[src/rtl/core/time_ordered_message_queue_unit_macros.svh]
// Assertion macros for the time-ordered message queue RTL.
`ifndef TIME_ORDERED_MESSAGE_QUEUE_UNIT_MACROS_SVH
`define TIME_ORDERED_MESSAGE_QUEUE_UNIT_MACROS_SVH

`ifndef SYNTH
// Checks a property on every rising edge of clk outside reset.
`define TOMQ_ASSERT(lbl, prop, msg) \
    lbl: assert property (@(posedge clk) disable iff (!rst_n) prop) else $error(msg);
// Checks a property on every rising edge of clk, reset included.
`define TOMQ_ASSERT_ALWAYS(lbl, prop, msg) \
    lbl: assert property (@(posedge clk) prop) else $error(msg);
`else
`define TOMQ_ASSERT(lbl, prop, msg)
`define TOMQ_ASSERT_ALWAYS(lbl, prop, msg)
`endif

`endif

[src/rtl/core/tomq_pkg.sv]
// Types and constants shared by the time-ordered message queue.
`default_nettype none

package tomq_pkg;

    localparam int CMD_W    = 2;
    localparam int ID_W     = 16;
    localparam int TVAL_W   = 32;
    localparam int TIME_W   = 48;
    localparam int STATUS_W = 3;
    localparam int OCC_W    = 5;

    localparam int IN_TDATA_W  = ID_W + TVAL_W + TIME_W;              // 96, whole bytes
    localparam int OUT_FIELD_W = ID_W + TIME_W + OCC_W;               // 69
    localparam int OUT_TDATA_W = ((OUT_FIELD_W + 7) / 8) * 8;         // 72

    // Command codes; only the upper bit separates inserts from takes.
    localparam logic [CMD_W-1:0] CMD_INSERT_ABS   = 2'd0;
    localparam logic [CMD_W-1:0] CMD_INSERT_DELAY = 2'd1;
    localparam logic [CMD_W-1:0] CMD_TAKE         = 2'd2;
    localparam int               CMD_TAKE_BIT     = 1;

    typedef enum logic [STATUS_W-1:0] {
        ST_INSERTED  = 3'd0,
        ST_FULL      = 3'd1,
        ST_DELIVERED = 3'd2,
        ST_EMPTY     = 3'd3,
        ST_NOT_DUE   = 3'd4
    } status_t;

    typedef struct packed {
        logic [TIME_W-1:0] due;
        logic [ID_W-1:0]   id;
    } entry_t;

    // Broadcast to every cell of the chain.
    typedef struct packed {
        logic   ins;
        logic   take;
        entry_t item;
    } cell_ctl_t;

endpackage

`default_nettype wire

[src/rtl/core/time_ordered_message_queue_unit.sv]
// Time-ordered message queue: a sorted chain of cells holding timed messages.
//
// Usage. Commands arrive on the slave stream (s_*): tuser carries the command
// (absolute insert, delayed insert, take) and tdata the message identifier,
// the time value and the current time. Every command gives exactly one result
// transaction on the master stream (m_*): tuser carries the status and tdata
// the delivered identifier, the due time and the occupancy after the command.
// From acceptance to a valid result, the first register stage holds the due
// time (delay add with saturation), and the second stage updates the cell
// chain and loads the output register. Throughput is one command per cycle
// while results are taken, set by the chain, in which every cell compares the
// new due time with its own and all cells shift together. Reset clears the fill
// count and both valid flags; message storage is not cleared, since cells
// beyond the fill count are never read. When the receiver stalls, the result
// waits in the output register, one more command waits in the first stage and
// s_tready then falls until the result is taken; nothing is lost or repeated.
`default_nettype none
`include "time_ordered_message_queue_unit_macros.svh"

module time_ordered_message_queue_unit #(
    parameter int QUEUE_DEPTH = 16
) (
    input  wire logic                             clk,
    input  wire logic                             rst_n,
    input  wire logic                             s_tvalid,
    output logic                                  s_tready,
    // [15:0] message_id, [47:16] time_value, [95:48] current_time
    input  wire logic [tomq_pkg::IN_TDATA_W-1:0]  s_tdata,
    // [1:0] cmd
    input  wire logic [tomq_pkg::CMD_W-1:0]       s_tuser,
    output logic                                  m_tvalid,
    input  wire logic                             m_tready,
    // [15:0] out_message_id, [63:16] out_due_time, [68:64] occupancy, rest zero
    output logic [tomq_pkg::OUT_TDATA_W-1:0]      m_tdata,
    // [2:0] status
    output logic [tomq_pkg::STATUS_W-1:0]         m_tuser
);
    import tomq_pkg::*;

    localparam int               CNT_W   = $clog2(QUEUE_DEPTH + 1);
    localparam logic [CNT_W-1:0] DEPTH_C = CNT_W'(QUEUE_DEPTH);

    // Input fields.
    logic [ID_W-1:0]   in_id;
    logic [TVAL_W-1:0] in_tval;
    logic [TIME_W-1:0] in_now;
    logic [TIME_W:0]   delay_sum;
    logic [TIME_W-1:0] in_due;

    assign in_id   = s_tdata[ID_W-1:0];
    assign in_tval = s_tdata[ID_W +: TVAL_W];
    assign in_now  = s_tdata[ID_W+TVAL_W +: TIME_W];

    // Delayed due time saturates at the top of the time range.
    assign delay_sum = {1'b0, in_now} + {{(TIME_W + 1 - TVAL_W){1'b0}}, in_tval};
    always_comb
    begin
        if (s_tuser == CMD_INSERT_ABS)
        begin
            in_due = {{(TIME_W - TVAL_W){1'b0}}, in_tval};
        end
        else if (delay_sum[TIME_W])
        begin
            in_due = {TIME_W{1'b1}};
        end
        else
        begin
            in_due = delay_sum[TIME_W-1:0];
        end
    end

    // First stage registers.
    logic              s1_valid_reg;
    logic              s1_take_reg;
    entry_t            s1_item_reg;
    logic [TIME_W-1:0] s1_now_reg;

    // Output register.
    logic                 out_valid_reg;
    status_t              out_status_reg;
    status_t              out_status_next;
    logic [ID_W-1:0]      out_id_reg;
    logic [ID_W-1:0]      out_id_next;
    logic [TIME_W-1:0]    out_due_reg;
    logic [TIME_W-1:0]    out_due_next;
    logic [OCC_W-1:0]     out_occ_reg;
    logic [OCC_W-1:0]     out_occ_next;

    logic [CNT_W-1:0]     count_reg;
    logic [CNT_W-1:0]     count_next;
    logic [CNT_W+OCC_W-1:0] count_ext;

    logic out_free;
    logic s1_fire;
    logic s_fire;

    assign out_free = !out_valid_reg || m_tready;
    assign s1_fire  = s1_valid_reg && out_free;
    assign s_tready = !s1_valid_reg || s1_fire;
    assign s_fire   = s_tvalid && s_tready;

    // Cell chain, cell 0 is the head.
    cell_ctl_t ctl;
    entry_t    cell_entry [QUEUE_DEPTH];
    logic      cell_before[QUEUE_DEPTH];
    entry_t    left_entry [QUEUE_DEPTH];
    logic      left_before[QUEUE_DEPTH];
    entry_t    right_entry[QUEUE_DEPTH];
    logic      cell_occ   [QUEUE_DEPTH];

    for (genvar i = 0; i < QUEUE_DEPTH; i++)
    begin : g_cell
        if (i == 0)
        begin : g_head
            assign left_entry[i]  = '0;
            assign left_before[i] = 1'b0;
        end
        else
        begin : g_body
            assign left_entry[i]  = cell_entry[i-1];
            assign left_before[i] = cell_before[i-1];
        end
        if (i == QUEUE_DEPTH - 1)
        begin : g_tail
            assign right_entry[i] = '0;
        end
        else
        begin : g_inner
            assign right_entry[i] = cell_entry[i+1];
        end
        assign cell_occ[i] = (count_reg > CNT_W'(i));

        tomq_cell u_cell (
            .clk         (clk),
            .ctl         (ctl),
            .occ         (cell_occ[i]),
            .left_entry  (left_entry[i]),
            .left_before (left_before[i]),
            .right_entry (right_entry[i]),
            .entry       (cell_entry[i]),
            .ins_here    (cell_before[i])
        );
    end

    // Second stage: decide the command against the head and the fill count.
    always_comb
    begin
        ctl.ins         = 1'b0;
        ctl.take        = 1'b0;
        ctl.item        = s1_item_reg;
        count_next      = count_reg;
        out_status_next = ST_INSERTED;
        out_id_next     = '0;
        out_due_next    = '0;
        if (s1_fire)
        begin
            if (!s1_take_reg)
            begin
                if (count_reg >= DEPTH_C)
                begin
                    out_status_next = ST_FULL;
                end
                else
                begin
                    out_status_next = ST_INSERTED;
                    ctl.ins         = 1'b1;
                    count_next      = count_reg + CNT_W'(1);
                end
            end
            else if (count_reg == '0)
            begin
                out_status_next = ST_EMPTY;
            end
            else if (cell_entry[0].due > s1_now_reg)
            begin
                out_status_next = ST_NOT_DUE;
                out_due_next    = cell_entry[0].due;
            end
            else
            begin
                out_status_next = ST_DELIVERED;
                out_id_next     = cell_entry[0].id;
                out_due_next    = cell_entry[0].due;
                ctl.take        = 1'b1;
                count_next      = count_reg - CNT_W'(1);
            end
        end
    end

    // Occupancy is reported modulo the width of the field.
    assign count_ext    = {{OCC_W{1'b0}}, count_next};
    assign out_occ_next = count_ext[OCC_W-1:0];

    always_ff @(posedge clk or negedge rst_n)
    begin
        if (!rst_n)
        begin
            s1_valid_reg  <= 1'b0;
            out_valid_reg <= 1'b0;
            count_reg     <= '0;
        end
        else
        begin
            if (s_tready)
            begin
                s1_valid_reg <= s_tvalid;
            end
            if (out_free)
            begin
                out_valid_reg <= s1_valid_reg;
            end
            count_reg <= count_next;
        end
    end

    always_ff @(posedge clk)
    begin
        if (s_fire)
        begin
            s1_take_reg      <= s_tuser[CMD_TAKE_BIT];
            s1_item_reg.due  <= in_due;
            s1_item_reg.id   <= in_id;
            s1_now_reg       <= in_now;
        end
        if (s1_fire)
        begin
            out_status_reg <= out_status_next;
            out_id_reg     <= out_id_next;
            out_due_reg    <= out_due_next;
            out_occ_reg    <= out_occ_next;
        end
    end

    assign m_tvalid = out_valid_reg;
    assign m_tuser  = out_status_reg;
    assign m_tdata  = {{(OUT_TDATA_W - OUT_FIELD_W){1'b0}}, out_occ_reg, out_due_reg, out_id_reg};

    // The fill count never passes the number of cells.
    `TOMQ_ASSERT(a_count_bound, count_reg <= DEPTH_C, "fill count above queue depth")
    // The two front entries stay in due-time order.
    `TOMQ_ASSERT(a_head_sorted, (count_reg >= CNT_W'(2)) |-> (cell_entry[0].due <= cell_entry[1].due), "head entries out of order")
    // A delivery removes exactly one entry.
    `TOMQ_ASSERT(a_take_count, ctl.take |=> (count_reg == $past(count_reg) - CNT_W'(1)), "delivery did not shrink the queue")
    // A rejected insert only happens with every cell occupied.
    `TOMQ_ASSERT(a_full_reject, (s1_fire && out_status_next == ST_FULL) |-> (count_reg == DEPTH_C), "insert rejected below full")

endmodule

`default_nettype wire

[src/rtl/core/tomq_cell.sv]
// One storage cell of the sorted chain: holds a message and its due time.
`default_nettype none

module tomq_cell (
    input  wire logic               clk,
    input  wire tomq_pkg::cell_ctl_t ctl,
    input  wire logic               occ,          // cell lies below the fill count
    input  wire tomq_pkg::entry_t   left_entry,
    input  wire logic               left_before,
    input  wire tomq_pkg::entry_t   right_entry,
    output tomq_pkg::entry_t        entry,
    output logic                    ins_here      // new item belongs at or ahead of this cell
);
    import tomq_pkg::*;

    entry_t entry_reg;
    entry_t entry_next;

    // Strict compare keeps an equal due time behind the older entry.
    assign ins_here = !occ || (ctl.item.due < entry_reg.due);
    assign entry    = entry_reg;

    always_comb
    begin
        entry_next = entry_reg;
        priority if (ctl.ins && ins_here)
        begin
            entry_next = left_before ? left_entry : ctl.item;
        end
        else if (ctl.take)
        begin
            entry_next = right_entry;
        end
        else
        begin
            entry_next = entry_reg;
        end
    end

    always_ff @(posedge clk)
    begin
        entry_reg <= entry_next;
    end

endmodule

`default_nettype wire
[config.mk]
export PLATFORM = sky130hd
export DESIGN_NAME = time_ordered_message_queue_unit
export DESIGN_NICKNAME = d
export VERILOG_FILES = /design/src/rtl/core/tomq_pkg.sv /design/src/rtl/core/time_ordered_message_queue_unit.sv /design/src/rtl/core/tomq_cell.sv
export VERILOG_INCLUDE_DIRS = /design/src /design/src/rtl/core
export SDC_FILE = /design/constraint.sdc
export NUM_CORES = 2
export LEC_CHECK = 0
export ABC_AREA = 1
export BUFFER_PORTS_ARGS = -buffer_cell sky130_fd_sc_hd__buf_2
export CORE_MARGIN = 5
export CORE_UTILIZATION = 30
export CTS_CLUSTER_DIAMETER = 60
export DETAILED_ROUTE_END_ITERATION = 8
export GPL_TIMING_DRIVEN = 0
export SLEW_MARGIN = 20
export SYNTH_ARGS = -nofsm -noshare
export SYNTH_HDL_FRONTEND = slang
export SYNTH_SLANG_ARGS = --single-unit
[constraint.sdc]
create_clock -name clk -period 7.85 [get_ports clk]
set_input_delay 0 -clock clk [delete_from_list [all_inputs] [get_ports clk]]
set_output_delay 0 -clock clk [all_outputs]
set_load 0.02 [all_outputs]
---- Word-level counts from Yosys, hierarchy flattened ----
Cells that the tools add are included.
storage, ports and cells
  bits in registers ....................... 1216
  bits of input ports ..................... 102
  output and inout bits ................... 77
  logic and storage cells ................. 220
cells by class
  add/subtract/negate cells ............... 3
  magnitude comparators ................... 34
  multiplexer cells ....................... 64
  bitwise operators ....................... 1
  reduce and logical (&&, ||, !) cells .... 74
operators by type and width
  cell                 count
  $mux 64              47
  $lt 48x48->1         16
  $add 48x32->49       1
  $gt 48x48->1         1
  $mux 48              1
  $gt 5x4->1 const B   8
  $mux 32              1
  $reduce_bool 2->1    16
  $mux 5               5
  $gt 5x3->1 const B   4
  $logic_and 1x1->1    18
  $logic_not 1->1      18
  $logic_or 1x1->1     18
  $gt 5x1->1 const B   2
  $gt 5x2->1 const B   2
  $mux 3               3
  $mux 1               6
  $add 5x1->5 const B  1
  $ge 5x5->1 const B   1
  $logic_not 5->1      1
  $sub 5x1->5 const B  1
  $reduce_or 3->1      1
  $logic_not 2->1      1
  $mux 2               1
  2 further kinds      2

---- Longest topological paths before layout ----
  depth after elaboration ................. 7
  gate-level depth with buffers ........... 19
  depth with buffers taken out ............ 19

---- Cells and area by module ----
Synthesis repeated with hierarchy kept, for this count alone.
second synthesis, totals
  cell total of the unflattened synthesis .. 10377
  area total of the unflattened synthesis .. 90027.6 um2
modules (own cells, without submodules)
  module                           times used  cells an instance  area each (um2)
  tomq_cell                        16          562                4894.7
  time_ordered_message_queue_unit  1           1385               11712.5

---- Worst setup path before layout ----
Ideal clock, no wire load.
  path kind ............................... register -> register
  start point ............................. register out_valid_reg, in the netlist m_tvalid
  end point ............................... register g_cell[0].u_cell.entry_reg, in the netlist g_cell[0].u_cell.entry[0], enable pin
  library setup time ...................... 0.424 ns
  arrival ................................. 4.361 ns
  path slack .............................. 3.065 ns
  cell stages (with the launch flop) ...... 7
  path buffers ............................ 1
  period minus slack after synthesis ...... 4.785 ns
  cell sequence ........................... dfrtp_1 nand2_1 nand2_1 inv_1 nand3_1 buf_2 nand2_1
on the way
  cells in the longest elaborated chain, start to end .. 6
ends and longest elaborated chain
  element                               RTL line                                RTL
  start, declared                       time_ordered_message_queue_unit.sv:79   logic out_valid_reg;
  start signal, assigned                time_ordered_message_queue_unit.sv:210  out_valid_reg <= s1_valid_reg;
  $logic_not 1->1 *                     time_ordered_message_queue_unit.sv:97   assign out_free = !out_valid_reg || m_tready;
  $logic_or 1x1->1 *                    time_ordered_message_queue_unit.sv:97
  $logic_and 1x1->1 *                   time_ordered_message_queue_unit.sv:98   assign s1_fire = s1_valid_reg && out_free;
  net s1_fire                           time_ordered_message_queue_unit.sv:94   logic s1_fire;
  $mux 2 *                              time_ordered_message_queue_unit.sv:155  if (s1_fire)
  $logic_and 1x1->1                     tomq_cell.sv:26                         priority if (ctl.ins && ins_here)
  $reduce_bool 2->1 (no source line) *  --
  end signal, assigned                  tomq_cell.sv:42                         entry_reg <= entry_next;
  end, declared                         tomq_cell.sv:16                         entry_t entry_reg;
The timed path passes the listed nets; every way through them passes the cells marked *.
A chain may end at the register's enable or synchronous reset.

---- Worst setup path in the final report ----
  start point ............................. register g_cell[0].u_cell.entry_reg, in the netlist g_cell[0].u_cell.entry[43]
  end point ............................... register g_cell[2].u_cell.entry_reg, in the netlist g_cell[2].u_cell.entry[9], enable pin
on the way
  cells in the longest elaborated chain, start to end .. 6
ends and longest elaborated chain
  element                             RTL line                                RTL
  $gt 48x48->1                        time_ordered_message_queue_unit.sv:174  else if (cell_entry[0].due > s1_now_reg)
  $mux 1                              time_ordered_message_queue_unit.sv:174
  $mux 1                              time_ordered_message_queue_unit.sv:170  else if (count_reg == '0)
  $mux 1                              time_ordered_message_queue_unit.sv:157  if (!s1_take_reg)
  $mux 2                              time_ordered_message_queue_unit.sv:155
  $reduce_bool 2->1 (no source line)  --
  end signal, assigned                tomq_cell.sv:42
  end, declared                       tomq_cell.sv:16
No other way between the ends.

==> summary.md <==
| Metric | Value |
|---|---|
| Layout Nets | roughly 13000 |
| Die H | 549.1 um |
| Worst rel slew slack | 17.76% |
| Global-route wire length before repair | around 450000 um |
| Synth area leader | edfxtp_1 |
| Starting Density | around 30% |
| Least-Margin Pin Slew | roughly 1.2 ns |
| Critical path data required time | between 8 and 9 ns |
| Top cell type's share of synthesized area | about two fifths |
| Clock tree from TritonCTS | done |
| RSZ-0062 raised after global routing | no |
| Final min period | ~5.3 ns |
| Post-DP HPWL | 248900 um |
| Setup TNS | 0 ns |
| Register area share after synthesis | 41.85% |
| Reg2reg start | g_cell[0].u_cell.entry[43] |
| Clock root cell | clkbuf_16 |
| DR WL/cell | approximately 19 um |
| Net Sw Frac | around 35% |
| Hold slack | roughly 0.07 ns |
| Distinct cells, synth | a little over 50 |
| DRC errors left | 0 |
| Syn-to-layout area delta | 14.74% |
| Vias in the first global route | roughly 73000 |
| Synth async-reset ratio | 0.5757% |
| HP Start | s_tdata[88] |
| Status | completed |
| Max-Cap Viols | 0 |
| Final hold vios | 0 |
| Die Area | roughly 300000 um^2 |
| Pwr dens | approximately 210 nW/um^2 |
| CTS Buf Count | between 150 and 200 |
| Antenna violations before repair | 2 |
| Grt total ovfl | 0 |
| Initial DRC count | about 6400 |
| Post-DR vias/cell | roughly 4.7 |
| Synth cell count leaders | nand2_1, nand3_1, edfxtp_1 |
| Drt total wl | roughly 300000 um |
| # resized after CTS | 0 |
| # setup viols final | 0 |
| Mapped Cells | about 12000 |
| Most numerous cell in the Yosys netlist | nand2_1 |
| Switching power | between 7 and 8 mW |
| Dominant cells by area after synthesis | edfxtp_1, nand2_1, ha_1 |
| Comb power frac | 27.5% |
| # rows | roughly 200 |
| Critical setup path kind | reg2reg |
| Routed Antenna Nets | 0 |
| Port Buf Inserts | between 150 and 200 |
| CP Launch Type | flip-flop |
| Syn_area_per_cell | about 7.6 um^2 |
| Worst vdd ir | between 0.0002 and 0.0003 V |
| Mapped cell area | slightly below 90000 um^2 |
| Clk_skew | roughly 0.035 ns |
| Warnings, synthesis | 0 |
| Post-CTS Repair Setup Buffers | 0 |
| Via Count | roughly 76000 |
| Pre-antenna DRT Iters | 6 |
| Share of cells above drive strength 1 | 7.269% |
| CP Data Arrival Time | 5.75 ns |
| Most used flip-flop cell after synthesis | edfxtp_1 |
| Max reg flops | just over 1000 |
| Max Clk Rate | about 190 MHz |
| Slew Viols, Final | 0 |
| # IOs | about 180 |
| CP Launch Point | g_cell[0].u_cell.entry[43] |
| Clock sink count | 1216 |
| Crit Path Max Fanout | 34 |
| GRT Overall Usage | a little under a fifth |
| Core area | 290100 um^2 |
| H-tree depth | 4 |
| EDFF count, synth | approximately 1200 |
| Clock latency on the worst-skew pair | between 0.8 and 0.9 ns |
| Clock-pin transition on the worst setup and hold timing paths | roughly 0.06 ns |
| Largest net degree at the start of global routing | 63 |
| Internal power | ~14 mW |
| Pleak | between 40 and 50 nW |
| Flop pwr share | between 30% and 40% |
| HP Class | in2reg |
| Clock network fraction of total power | 32.7% |
| Crit path capture type | flip-flop |
| RePlAce Congestion | about 0.93 |
| Die Wd | between 500 and 600 um |
| CTS max path bufs | 3 |
| Register bit total from synthesis | between 1000 and 1500 |
| Period utilization | about two thirds |
| CTS hold repair buffers | between 150 and 200 |
through the flow:
| step | util, % | total power [mW] | area (um^2) | setup WS (ns) | instances |
|---|---|---|---|---|---|
| floorplan | - | 12.33 | 87180 | 3.065 | 11520 |
| global placement | 32.04 | 14.25 | 92940 | 0.06007 | 15600 |
| detailed placement | 32.22 | 14.35 | 93480 | 2.596 | 15620 |
| CTS | 34.48 | 21.40 | 100000 | 2.596 | 16060 |
| global route | 34.48 | 22.48 | 100000 | 2.406 | 16060 |
| finish | 34.48 | 21.33 | 100000 | 2.595 | 16060 |
metal layers:
layer | global-route usage (%) | up-vias | routed length (um) | part of all wire, %
met5 | 0 | - | 14 | 0.0047
met4 | 8.494 | 2 | 14890 | 5.0
met3 | 1.853 | 472 | 18030 | 6.0
met2 | 31.12 | 2396 | 133000 | 44
met1 | 25.85 | 34340 | 133200 | 45
li1 | - | 38770 | - | -
worst paths after layout:
| kind | to | slack [ns] | cells past startpoint |
|---|---|---|---|
| min | s1_now_reg[40] | 0.07 | 2 |
| max in group asynchronous | s1_valid_reg | 7.27 | 3 |
| min reg2reg | g_cell[14].u_cell.entry[7] | 0.51 | 2 |
| max reg2reg | g_cell[2].u_cell.entry[9] | 2.60 | 13 |
| min in group asynchronous | m_tvalid | 0.23 | 3 |
| max | g_cell[2].u_cell.entry[9] | 2.60 | 13 |
area by class of cell:
cell class / instances / area (um^2)
fill: 30800 / 190100
multi-input combinational: 8571 / 43240
sequential: 1216 / 36480
tap: 3900 / 4880
inverter: 1107 / 4170
clock buffer: 187 / 4020
buffer: 628 / 3425
timing repair buffer: 367 / 3014
clock inverter: 85 / 795.8
antenna: 3 / 7.507
placed cells by master (no fill, tap or decap), drive strengths merged, types with 10 or more instances in the layout:
cell         count
o21a            36
nand2         4974
a21boi          11
clkbuf         381
bufinv          10
xor2            22
a21oi          489
dlygate4sd3    172
clkinv          63
o211ai          11
nor2           331
inv           1117
o21ai          249
nand4           61
a31oi           18
nand3         1393
nor3            61
o21bai          10
nor4            22
edfxtp        1209
ha             837
buf            629
a21o            13
power groups by stage:
stage | clock (mW) | combinational (mW) | sequential, mW
after CTS | 7.08 | 5.85 | 8.47
after floorplan | 0 | 3.89 | 8.44
final | 6.97 | 5.87 | 8.49
after global placement | 0 | 5.59 | 8.66
after detailed placement | 0 | 5.75 | 8.60
after global routing | 7.32 | 6.62 | 8.54
cell families (layout without fill, tap and decap cells):
kind of cell	count (synthesis)	in the layout	synth area share, %
AND/OR/NAND/NOR	6858	6858	31.98
adder cells (fa/ha/maj)	838	838	12.04
AO/OA/AOI/OAI	843	843	5.143
flip-flops	1216	1216	41.85
buffers and inverters	1735	2374	8.702
XOR/XNOR	29	29	0.2914
other	1	6	0.004302
worst max-delay path: stages, from the launching register on:
cell	delay, ns
edfxtp_1	0.50
ha_1	0.34
nand2_1	0.05
inv_1	0.06
nand3_1	0.07
nor3_1	0.18
nand2_1	0.33
nor3_1	0.56
nand2_1	0.11
nand2_1	0.33
nand3_1	0.81
buf_2	0.70
nand2_4	0.52
buf_12	0.28
Note: power is estimated with default switching activity, not from simulation.
